<file path="src/rtl/core/pdacc_pkg.sv">
// types, constants and control records for the polarization detect/accumulate block
// no dependencies
`timescale 1ns / 1ps

package pdacc_pkg;

  localparam int NUM_CHANNELS_DEF = 32;
  localparam int SAMPLE_BITS      = 16;
  localparam int ACC_BITS         = 56;
  localparam int PROD_BITS        = 2 * SAMPLE_BITS;
  localparam int DET_BITS         = PROD_BITS + 1;
  localparam int VAL_BITS         = PROD_BITS + 3;
  localparam int MAG_BITS         = PROD_BITS + 1;
  localparam int NORM_BITS        = 2 * MAG_BITS;
  localparam int ROOT_STEPS       = MAG_BITS;
  localparam int REM_BITS         = MAG_BITS + 3;
  localparam int CNT_BITS         = $clog2(ROOT_STEPS + 1);

  localparam logic [2:0] MODE_COH  = 3'd0;
  localparam logic [2:0] MODE_INT  = 3'd1;
  localparam logic [2:0] MODE_XPW  = 3'd2;
  localparam logic [2:0] MODE_YPW  = 3'd3;
  localparam logic [2:0] MODE_STK  = 3'd4;
  localparam logic [2:0] MODE_MAG  = 3'd5;

  typedef struct packed {
    logic signed [15:0] pol0_real;
    logic signed [15:0] pol0_imag;
    logic signed [15:0] pol1_real;
    logic signed [15:0] pol1_imag;
    logic [4:0]         channel;
    logic               half_weight;
    logic               frame_start;
    logic               frame_end;
  } bin_t;

  typedef struct packed {
    logic [4:0]         out_channel;
    logic signed [55:0] sum0;
    logic signed [55:0] sum1;
    logic signed [55:0] sum2;
    logic signed [55:0] sum3;
    logic               saturated;
    logic               last;
  } result_t;

  typedef struct packed {
    logic capture;
    logic mul;
    logic sum;
    logic det;
    logic sq_init;
    logic sq_step;
    logic rt_init;
    logic rt_step;
    logic add;
    logic dump_first;
    logic dump_rd;
    logic dump_ld;
    logic dump_next;
  } ctl_cmd_t;

  typedef struct packed {
    logic is_mag;
    logic frame_end;
    logic dump_last;
  } ctl_stat_t;

endpackage

</file>
<file path="src/rtl/core/pdacc_ctrl.sv">
// controller: sequences one bin through the datapath and runs the frame-end dump
// depends on pdacc_pkg
`timescale 1ns / 1ps

module pdacc_ctrl (
  input  logic                 clk,
  input  logic                 rst,
  input  logic                 bin_valid,
  output logic                 bin_stall,
  output logic                 result_valid,
  input  logic                 result_stall,
  input  pdacc_pkg::ctl_stat_t stat,
  output pdacc_pkg::ctl_cmd_t  cmd
);
  import pdacc_pkg::*;

  typedef enum logic [3:0] {
    S_IDLE, S_MUL, S_SUM, S_DET, S_SQI, S_SQ, S_RTI, S_RT, S_ADD, S_DRD, S_DLD, S_DOUT
  } state_t;

  state_t              state;
  logic [CNT_BITS-1:0] cnt;

  assign bin_stall    = (state != S_IDLE);
  assign result_valid = (state == S_DOUT);

  always_comb begin
    cmd            = '0;
    cmd.capture    = (state == S_IDLE) && bin_valid;
    cmd.mul        = (state == S_MUL);
    cmd.sum        = (state == S_SUM);
    cmd.det        = (state == S_DET);
    cmd.sq_init    = (state == S_SQI);
    cmd.sq_step    = (state == S_SQ);
    cmd.rt_init    = (state == S_RTI);
    cmd.rt_step    = (state == S_RT);
    cmd.add        = (state == S_ADD);
    cmd.dump_first = (state == S_ADD);
    cmd.dump_rd    = (state == S_DRD);
    cmd.dump_ld    = (state == S_DLD);
    cmd.dump_next  = (state == S_DOUT) && !result_stall;
  end

  always_ff @(posedge clk) begin
    if (rst) begin
      state <= S_IDLE;
      cnt   <= '0;
    end else begin
      unique case (state)
        S_IDLE: if (bin_valid) state <= S_MUL;
        S_MUL:  state <= S_SUM;
        S_SUM:  state <= S_DET;
        S_DET:  state <= stat.is_mag ? S_SQI : S_ADD;
        S_SQI: begin
          cnt   <= '0;
          state <= S_SQ;
        end
        S_SQ: begin
          cnt <= cnt + 1'b1;
          if (cnt == CNT_BITS'(ROOT_STEPS - 1)) state <= S_RTI;
        end
        S_RTI: begin
          cnt   <= '0;
          state <= S_RT;
        end
        S_RT: begin
          cnt <= cnt + 1'b1;
          if (cnt == CNT_BITS'(ROOT_STEPS - 1)) state <= S_ADD;
        end
        S_ADD:  state <= stat.frame_end ? S_DRD : S_IDLE;
        S_DRD:  state <= S_DLD;
        S_DLD:  state <= S_DOUT;
        S_DOUT: begin
          if (!result_stall) state <= stat.dump_last ? S_IDLE : S_DRD;
        end
        default: state <= S_IDLE;
      endcase
    end
  end

  a_no_bin_in_dump: assert property (@(posedge clk) disable iff (rst)
    result_valid |-> bin_stall) else $error("bin taken during dump");
  a_one_bin: assert property (@(posedge clk) disable iff (rst)
    (bin_valid && !bin_stall) |=> bin_stall) else $error("second bin taken while busy");
  a_cnt_bound: assert property (@(posedge clk) disable iff (rst)
    (state == S_SQ || state == S_RT) |-> cnt < CNT_BITS'(ROOT_STEPS))
    else $error("iteration count overrun");
  a_result_hold: assert property (@(posedge clk) disable iff (rst)
    (result_valid && result_stall) |=> result_valid) else $error("result dropped");

endmodule
</file>
<file path="config.mk">
export PLATFORM = sky130hd
export DESIGN_NAME = pdacc_ctrl
export DESIGN_NICKNAME = d
export VERILOG_FILES = /design/src/rtl/core/pdacc_pkg.sv /design/src/rtl/core/pdacc_ctrl.sv
export SDC_FILE = /design/constraint.sdc
export NUM_CORES = 1
export LEC_CHECK = 0
export BUFFER_PORTS_ARGS = -buffer_cell sky130_fd_sc_hd__buf_4
export CORE_MARGIN = 3
export CORE_UTILIZATION = 50
export CTS_BUF_LIST = sky130_fd_sc_hd__clkbuf_8 sky130_fd_sc_hd__clkbuf_16
export DETAILED_ROUTE_END_ITERATION = 8
export MAX_ROUTING_LAYER = met4
export PLACE_DENSITY = 0.76
export SLEW_MARGIN = 20
export SYNTH_ARGS = -nofsm -noshare
export SYNTH_HDL_FRONTEND = slang
export SYNTH_SLANG_ARGS = --single-unit
</file>
<file path="constraint.sdc">
create_clock -name clk -period 3.2 [get_ports clk]
set_input_delay 0.32 -clock clk [delete_from_list [all_inputs] [get_ports clk]]
set_output_delay 0.32 -clock clk [all_outputs]
set_load 0.1 [all_outputs]
</file>
Word-level counts from Yosys, hierarchy flattened

Cells that the tools add are included.

Bits in registers: 10
Latch bits: 0
RAM bits: 0
Bits in read-only memories: 0
Input port bits: 7
Output and inout bits: 15
Word-level logic and storage cells: 37
Memories: 0

Add/sub/neg operators: 1
Multiply operators: 0
Divide/modulo/power cells: 0
$lt $le $gt $ge: 0
Eq/ne operators: 16
Shift-type cells: 0
Muxes and demuxes: 9
Bitwise logic cells: 0
Reduce and logical (&&, ||, !) cells: 9

Operators by type and width:

| cell                                                             | count |
|---|---|
| 4-bit case mux with 12 select lines                              | 1 |
| 4-bit 2-to-1 mux                                                 | 7 |
| 4-bit by 3-bit == test with 1-bit output (second input constant) | 4 |
| 4-bit == test (second input constant)                            | 4 |
| 6-bit case mux with 2 select lines                               | 1 |
| 4-bit by 2-bit == test with 1-bit output (second input constant) | 2 |
| 6-bit by 1-bit adder with 6-bit output (second input constant)   | 1 |
| 6-bit == test (second input constant)                            | 1 |
| 4-bit by 1-bit == test with 1-bit output (second input constant) | 1 |
| 4-bit logical NOT                                                | 1 |
| 2-bit by 1-bit != test with 1-bit output (second input constant) | 2 |
| 2-bit != test (second input constant)                            | 2 |
| 4-bit AND reduction                                              | 1 |
| 4-bit nonzero test                                               | 1 |
| 2-bit OR reduction                                               | 2 |
| 1-bit logical AND                                                | 2 |
| 2-bit nonzero test                                               | 1 |
| 1-bit logical NOT                                                | 1 |

Longest topological paths before layout

Gate-level depths: netlist of the first run.

Depth in word-level cells: 3
Gate-level depth with buffers: 5

Worst setup path after synthesis of the first run

Ideal clock, no wire load.

Path kind: register -> output
From: reg state[2]
To: out cmd[4] (netlist name)
Data arrival time: 3.218 ns
Data required time: 2.880 ns
Slack: -0.338 ns
Cell stages (with the launch flop): 4
Buffers on the path: 1
Cells stage by stage: dfxtp_1 nand2b_1 nor3_1 buf_4

RTL lines:

| item                   | line             | text |
|---|---|---|
| start, declared        | pdacc_ctrl.sv:21 | `state_t state;` |
| start signal, assigned | pdacc_ctrl.sv:53 | `S_DET: state <= stat.is_mag ? S_SQI : S_ADD;` |
| start signal, assigned | pdacc_ctrl.sv:70 | `S_ADD: state <= stat.frame_end ? S_DRD : S_IDLE;` |
| start signal, assigned | pdacc_ctrl.sv:74 | `if (!result_stall) state <= stat.dump_last ? S_IDLE : S_DRD;` |
| end, declared          | pdacc_ctrl.sv:13 | `output pdacc_pkg::ctl_cmd_t cmd` |

==> out/results.ini, run 1 <==
[run_status]
status = finished, final reports clean

[power_and_ir_drop]
seq_power_share_pct = 32.6
power.leakage_nw = 0.385
p_per_area_nw_per_um2 = 500
vdd_drop_max_mv = 0.602
p_int_w = 0.000272
comb_power_share_pct = 31.8
sw_frac_of_total_pct = 37.9
power.switching_w = 0.000166
clockPowerShare_pct = 35.5

[setup_path]
r2r_slack_ns = 1.72
crit_arrival_ns = 1.66
worstSetupPathType = flip-flop to output pin
path_cells = nand2b_1, nor3_1, buf_4
cp.required_ns = 2.88
crit_start = state[2]
cp_num_buf_inv = 1
reg2reg_depth = 3
worst_setup_path_start_kind = flip-flop
critPathCaptureType = output pin
cp-endpoint = cmd[8]
critPathSlowestCell = dfxtp_1
reg2reg_to = cnt[4]
worstSetupPathDepth = 3
cpPeakStageDelay_ns = 0.64
crit_family = flip-flops
reg2reg_from = state[2]
crit_fanout = 16

[global_routing]
grt.overflow.total = 0
antenna_found_initial = 0
grt_max_degree = 17
grt_pass1_wl_mm = 2.72
grt_pass1_vias = 599
track_usage_pct = 19.7

[floorplan]
die_w_um = 42.6
dieHeight_um = 42.6
io_pins = 22
core_area_um2 = 1190
die_area_um2 = 1810
rows = 12
initial_core_util_pct = 56.4

[placement]
portBuffers = 21
gp_congestion = 0.760
dp_hpwl_mm = 1.15
place_area_um2 = 822

[layout]
syn2layout_area_growth_pct = 31.0
final_area_um2 = 877
fillers = 103
fin_util_pct = 73.9
drive_gt1_share_pct = 28.4
diodes = 0
finalNetCount = 119

[synthesis]
syn_inst = 89
netlist_area_um2 = 669
synthFlopType = dfxtp_1
synth-compound-area-share_pct = 19.8
yosysWarningCount = 0
seq_area_frac_synth_pct = 29.9
syn_nets = 98
synth.distinct_cells = 29
yosys.area_share.adder_pct = 3.74
synth_top_family_by_area = simple AND/OR/NAND/NOR gates
synth_edf_count = 0
synth_area_leaders = dfxtp_1 30%, nor2_1 9.0%, nor3_1 5.2%, xor2_1 5.2%, nand2_1 3.9%
yosys.area.top_type = dfxtp_1
avgSynthCellArea_um2 = 7.52
ys_async_sr_fraction_pct = 0
yosys.area.top_type_share_pct = 29.9
synth_xor_area_share_pct = 5.23
synth-seq-cells = 10
muxShareOfSynthArea_pct = 0
synth-simple-area-share_pct = 35.5

[routing]
via_count = 679
wirelength_mm = 1.64
via_per_inst = 5.52
first_pass_iters = 4
drc = 0
postRouteAntennaNets = 0
avgRoutedWirePerCell_um = 13.3
drt_first_iter_violations = 23

[timing]
period_share_pct = 62.0
maxSlewHeadroom_pct = 65.9
tightest_slew_ns = 0.510
max_clock_freq_ghz = 0.504
tns_ns = 0
fin_crit_ns = 1.98
setup_viol = 0
finClkSkew_ns = 0.00479
maxSlewViolCount = 0
finalHoldViolations = 0
rsz0062_at_grt = false

[min_path]
hold_class = input pin to flip-flop

[clocking]
postCtsHoldBufs = 0
cts_resized = 0
cts_sinks = 10
cts_buffer_depth = 2
cts_setup_buffers = 0
cts_buffers = 3
clk_pin_slew_ns = 0.05
cts_tree = yes
insertion_delay_ns = 0.24
htree_levels = 1
clock-root-buffer = clkbuf_8

[run]
max_cap_violations = 0

## per-layer routing
layer	share of wire (%)	wire, µm	GRT usage [%]	vias to the layer above
met3	5.5	90	7.73	0
li1	-	-	-	354
met5	0	0	-	-
met4	0	0	1.86	0
met2	48	782	30.4	18
met1	47	768	25.2	307
## worst reg2reg max path, cell delays in order (launching register included)
cell,delay (ns)
dfxtp_1,0.64
nand2b_1,0.28
o21bai_1,0.35
nor2_1,0.09
## cell type report
| class | instances | area (µm²) | share of cell area, % |
|---|---|---|---|
| Clock buffer | 4 | 55.1 | 6.28 |
| Inverter | 3 | 11.3 | 1.28 |
| Multi-Input combinational cell | 71 | 435 | 49.6 |
| Sequential cell | 10 | 200 | 22.8 |
| Tap cell | 14 | 17.5 | 2.00 |
| Timing Repair Buffer | 21 | 158 | 18.0 |
## synth_stat cells (all sizes together) (2+ instances only)
library cell,n
nand4,3
dfxtp,10
nor3,8
xor2,4
buf,5
ha,2
a21oi,5
nor2,16
nand2,7
o22ai,2
o21bai,2
and3,3
a31oi,2
nor2b,2
nand3,2
a211oi,2
inv,3
nand2b,3
## sequential cells by signal, indices dropped and copies added (netlist names)
| signal | cells |
|---|---|
| cnt | 6 |
| state | 4 |
## worst min-delay path by stage
| stage | startpoint | slack, ns | cells after the start | end |
|---|---|---|---|---|
| after global routing | rst | 0.30 | 2 | cnt[1] |
| after global placement | cnt[1] | 0.50 | 2 | cnt[1] |
| after CTS | rst | 0.30 | 2 | cnt[1] |
| after detailed placement | cnt[1] | 0.50 | 2 | cnt[1] |
| after floorplan | rst | 0.39 | 1 | cnt[1] |
| final | rst | 0.30 | 2 | cnt[1] |
## through the flow
| step | setup slack, ns | hold slack, ns | power (W) | instances |
|---|---|---|---|---|
| 6_report | 1.22 | 0.297 | 0.000438 | 123 |
| 5_1_grt | 1.08 | 0.299 | 0.000458 | 123 |
| 4_1_cts | 1.22 | 0.296 | 0.000442 | 123 |
| 3_5_place_dp | 1.49 | 0.498 | 0.000283 | 119 |
| 3_3_place_gp | 1.49 | 0.501 | 0.000282 | 119 |
| 2_1_floorplan | 0.182 | 0.389 | 0.000255 | 89 |
## power by group through the flow
stage                     Sequential, W  Combinational (W)  Clock, W
after global placement         0.000145           0.000137         0
after CTS                      0.000143           0.000140  0.000159
after floorplan                0.000134           0.000121         0
after global routing           0.000145           0.000146  0.000167
final                          0.000143           0.000139  0.000156
after detailed placement       0.000145           0.000138         0
## cell families (layout without fill, tap and decap cells)
kind of cell	count (synthesis)	after routing
compound gates	18	18
xor+xnor	4	4
fa+ha+maj	2	2
buf+inv	8	28
flops	10	10
simple gates	47	47
## placed cells by master (no fill, tap or decap), drive strengths merged, types with 3 or more instances in the layout
| master | n |
|---|---|
| nor3 | 8 |
| and3 | 3 |
| dfxtp | 10 |
| a21oi | 5 |
| nor2 | 16 |
| xor2 | 4 |
| inv | 3 |
| buf | 21 |
| clkbuf | 4 |
| nand2 | 7 |
| nand2b | 3 |
| nand4 | 3 |
(Power assumes the default switching activity.)
==> inputs of run 2 (changes only) <==
--- a/config.mk
+++ b/config.mk
@@ -7,11 +7,11 @@
 export LEC_CHECK = 0
 export BUFFER_PORTS_ARGS = -buffer_cell sky130_fd_sc_hd__buf_4
 export CORE_MARGIN = 3
-export CORE_UTILIZATION = 50
+export CORE_UTILIZATION = 43
 export CTS_BUF_LIST = sky130_fd_sc_hd__clkbuf_8 sky130_fd_sc_hd__clkbuf_16
 export DETAILED_ROUTE_END_ITERATION = 8
 export MAX_ROUTING_LAYER = met4
-export PLACE_DENSITY = 0.76
+export PLACE_DENSITY = 0.69
 export SLEW_MARGIN = 20
 export SYNTH_ARGS = -nofsm -noshare
 export SYNTH_HDL_FRONTEND = slang
==> constraint.sdc (replaced) <==
create_clock -name clk -period 1.7 [get_ports clk]
set_input_delay 0.17 -clock clk [delete_from_list [all_inputs] [get_ports clk]]
set_output_delay 0.17 -clock clk [all_outputs]
set_load 0.1 [all_outputs]
==> out/results.ini, run 2 (synthesis gave the netlist of run 1 again) <==
[run_status]
status = finished, final reports clean

[clocking]
cts_buffer_depth = 2
clock-root-buffer = clkbuf_8
cts_sinks = 10
cts_buffers = 3
cts_resized = 0
postCtsHoldBufs = 0
clk_pin_slew_ns = 0.04
cts_setup_buffers = 0
htree_levels = 1
cts_tree = yes
insertion_delay_ns = 0.23

[power_and_ir_drop]
power.leakage_nw = 0.420
finalPower_w = 0.000796
vdd_drop_max_mv = 0.617
p_per_area_nw_per_um2 = 847

[timing]
rsz0062_at_grt = false
tns_ns = 0
period_share_pct = 93.4
hold_ws_ns = 0.146
tightest_slew_ns = 0.390
setup_viol = 0
maxSlewViolCount = 0
max_clock_freq_ghz = 0.630
finalHoldViolations = 0
maxSlewHeadroom_pct = 74.0
finClkSkew_ns = 0.000528
fin_crit_ns = 1.59

[floorplan]
dieHeight_um = 45.5
die_area_um2 = 2070
die_w_um = 45.5
io_pins = 22
core_area_um2 = 1380
initial_core_util_pct = 48.4
rows = 13

[global_routing]
grt_max_degree = 14
antenna_found_initial = 0
grt.overflow.total = 0
track_usage_pct = 18.7
grt_pass1_vias = 647
grt_pass1_wl_mm = 2.69

[layout]
syn2layout_area_growth_pct = 40.4
finalNetCount = 123
fin_cells = 127
diodes = 0
final_area_um2 = 940
largest_register_ffs = 6
layout_commonest_cell = buf_4
reg_top3 = cnt x6, state x4
drive_gt1_share_pct = 37.5
fillers = 130
top_register = cnt
mostFrequentLayoutCells = 25 x buf_4, 14 x nor2_1, 10 x dfxtp_1
final-seq-area_um2 = 200
multiInputGateArea_um2 = 480

[placement]
portBuffers = 21
place_area_um2 = 898
placed_cells = 124
dp_hpwl_mm = 1.28
gp_congestion = 0.797

[routing]
drt_first_iter_violations = 13
postRouteAntennaNets = 0
drc = 0
via_count = 700
avgRoutedWirePerCell_um = 13.0
first_pass_iters = 4
via_per_inst = 5.51
wirelength_mm = 1.65

[setup_path]
worst_setup_path_start_kind = flip-flop
cp.required_ns = 1.53
worstSetupPathType = flip-flop to output pin
critPathCaptureType = output pin
crit_fanout = 6
crit_arrival_ns = 1.42

[min_path]
hold_class = input pin to flip-flop

[run]
max_cap_violations = 0

run 2: cell types whose count changed in the layout (fill, tap and decap cells not counted), sizes merged:
cell | previous run | this run
clkbuf | 4 | 3
buf | 21 | 25
run 2: final cells by class:
type                            count  share of cell area [%]
Sequential cell                    10                    21.3
Tap cell                           15                    2.00
Multi-Input combinational cell     71                    51.1
Timing Repair Buffer               25                    20.0
Clock buffer                        3                    4.39
Inverter                            3                    1.20
run 2: metrics by stage:
stage	utilization [%]	worst slack [ns]
after floorplan	-	-0.438
after global placement	65.0	0.393
after detailed placement	65.0	0.353
after CTS	68.0	0.0948
after global routing	68.0	0.0172
final	68.0	0.113
run 2: worst max-delay path, cell delays in order, from the launching register on:
cell and delay, ns:
dfxtp_1 0.41, nand2b_1 0.25, nor3_4 0.20, buf_4 0.32
run 2: where the power goes:
group          internal [W]  switching [W]
Combinational     0.0000774       0.000229
Clock              0.000154      0.0000857
Sequential         0.000244     0.00000570
Total              0.000475       0.000321
run 2: path summary, 6_finish.rpt:
check        startpoint  endpoint  slack [ns]  cells after the start
max reg2reg    state[3]    cnt[0]        0.34                      5
max            state[3]    cmd[4]        0.11                      3
min reg2reg      cnt[1]    cnt[1]        0.52                      2
min                 rst    cnt[1]        0.15                      2
run 2: per-layer routing:
| layer | vias up | track usage (%) | part of all wire, % |
|---|---|---|---|
| li1 | 357 | - | - |
| met1 | 314 | 22.5 | 42 |
| met2 | 27 | 29.8 | 47 |
| met3 | 2 | 4.74 | 9.9 |
| met4 | 0 | 7.02 | 0.30 |
| met5 | - | - | 0 |
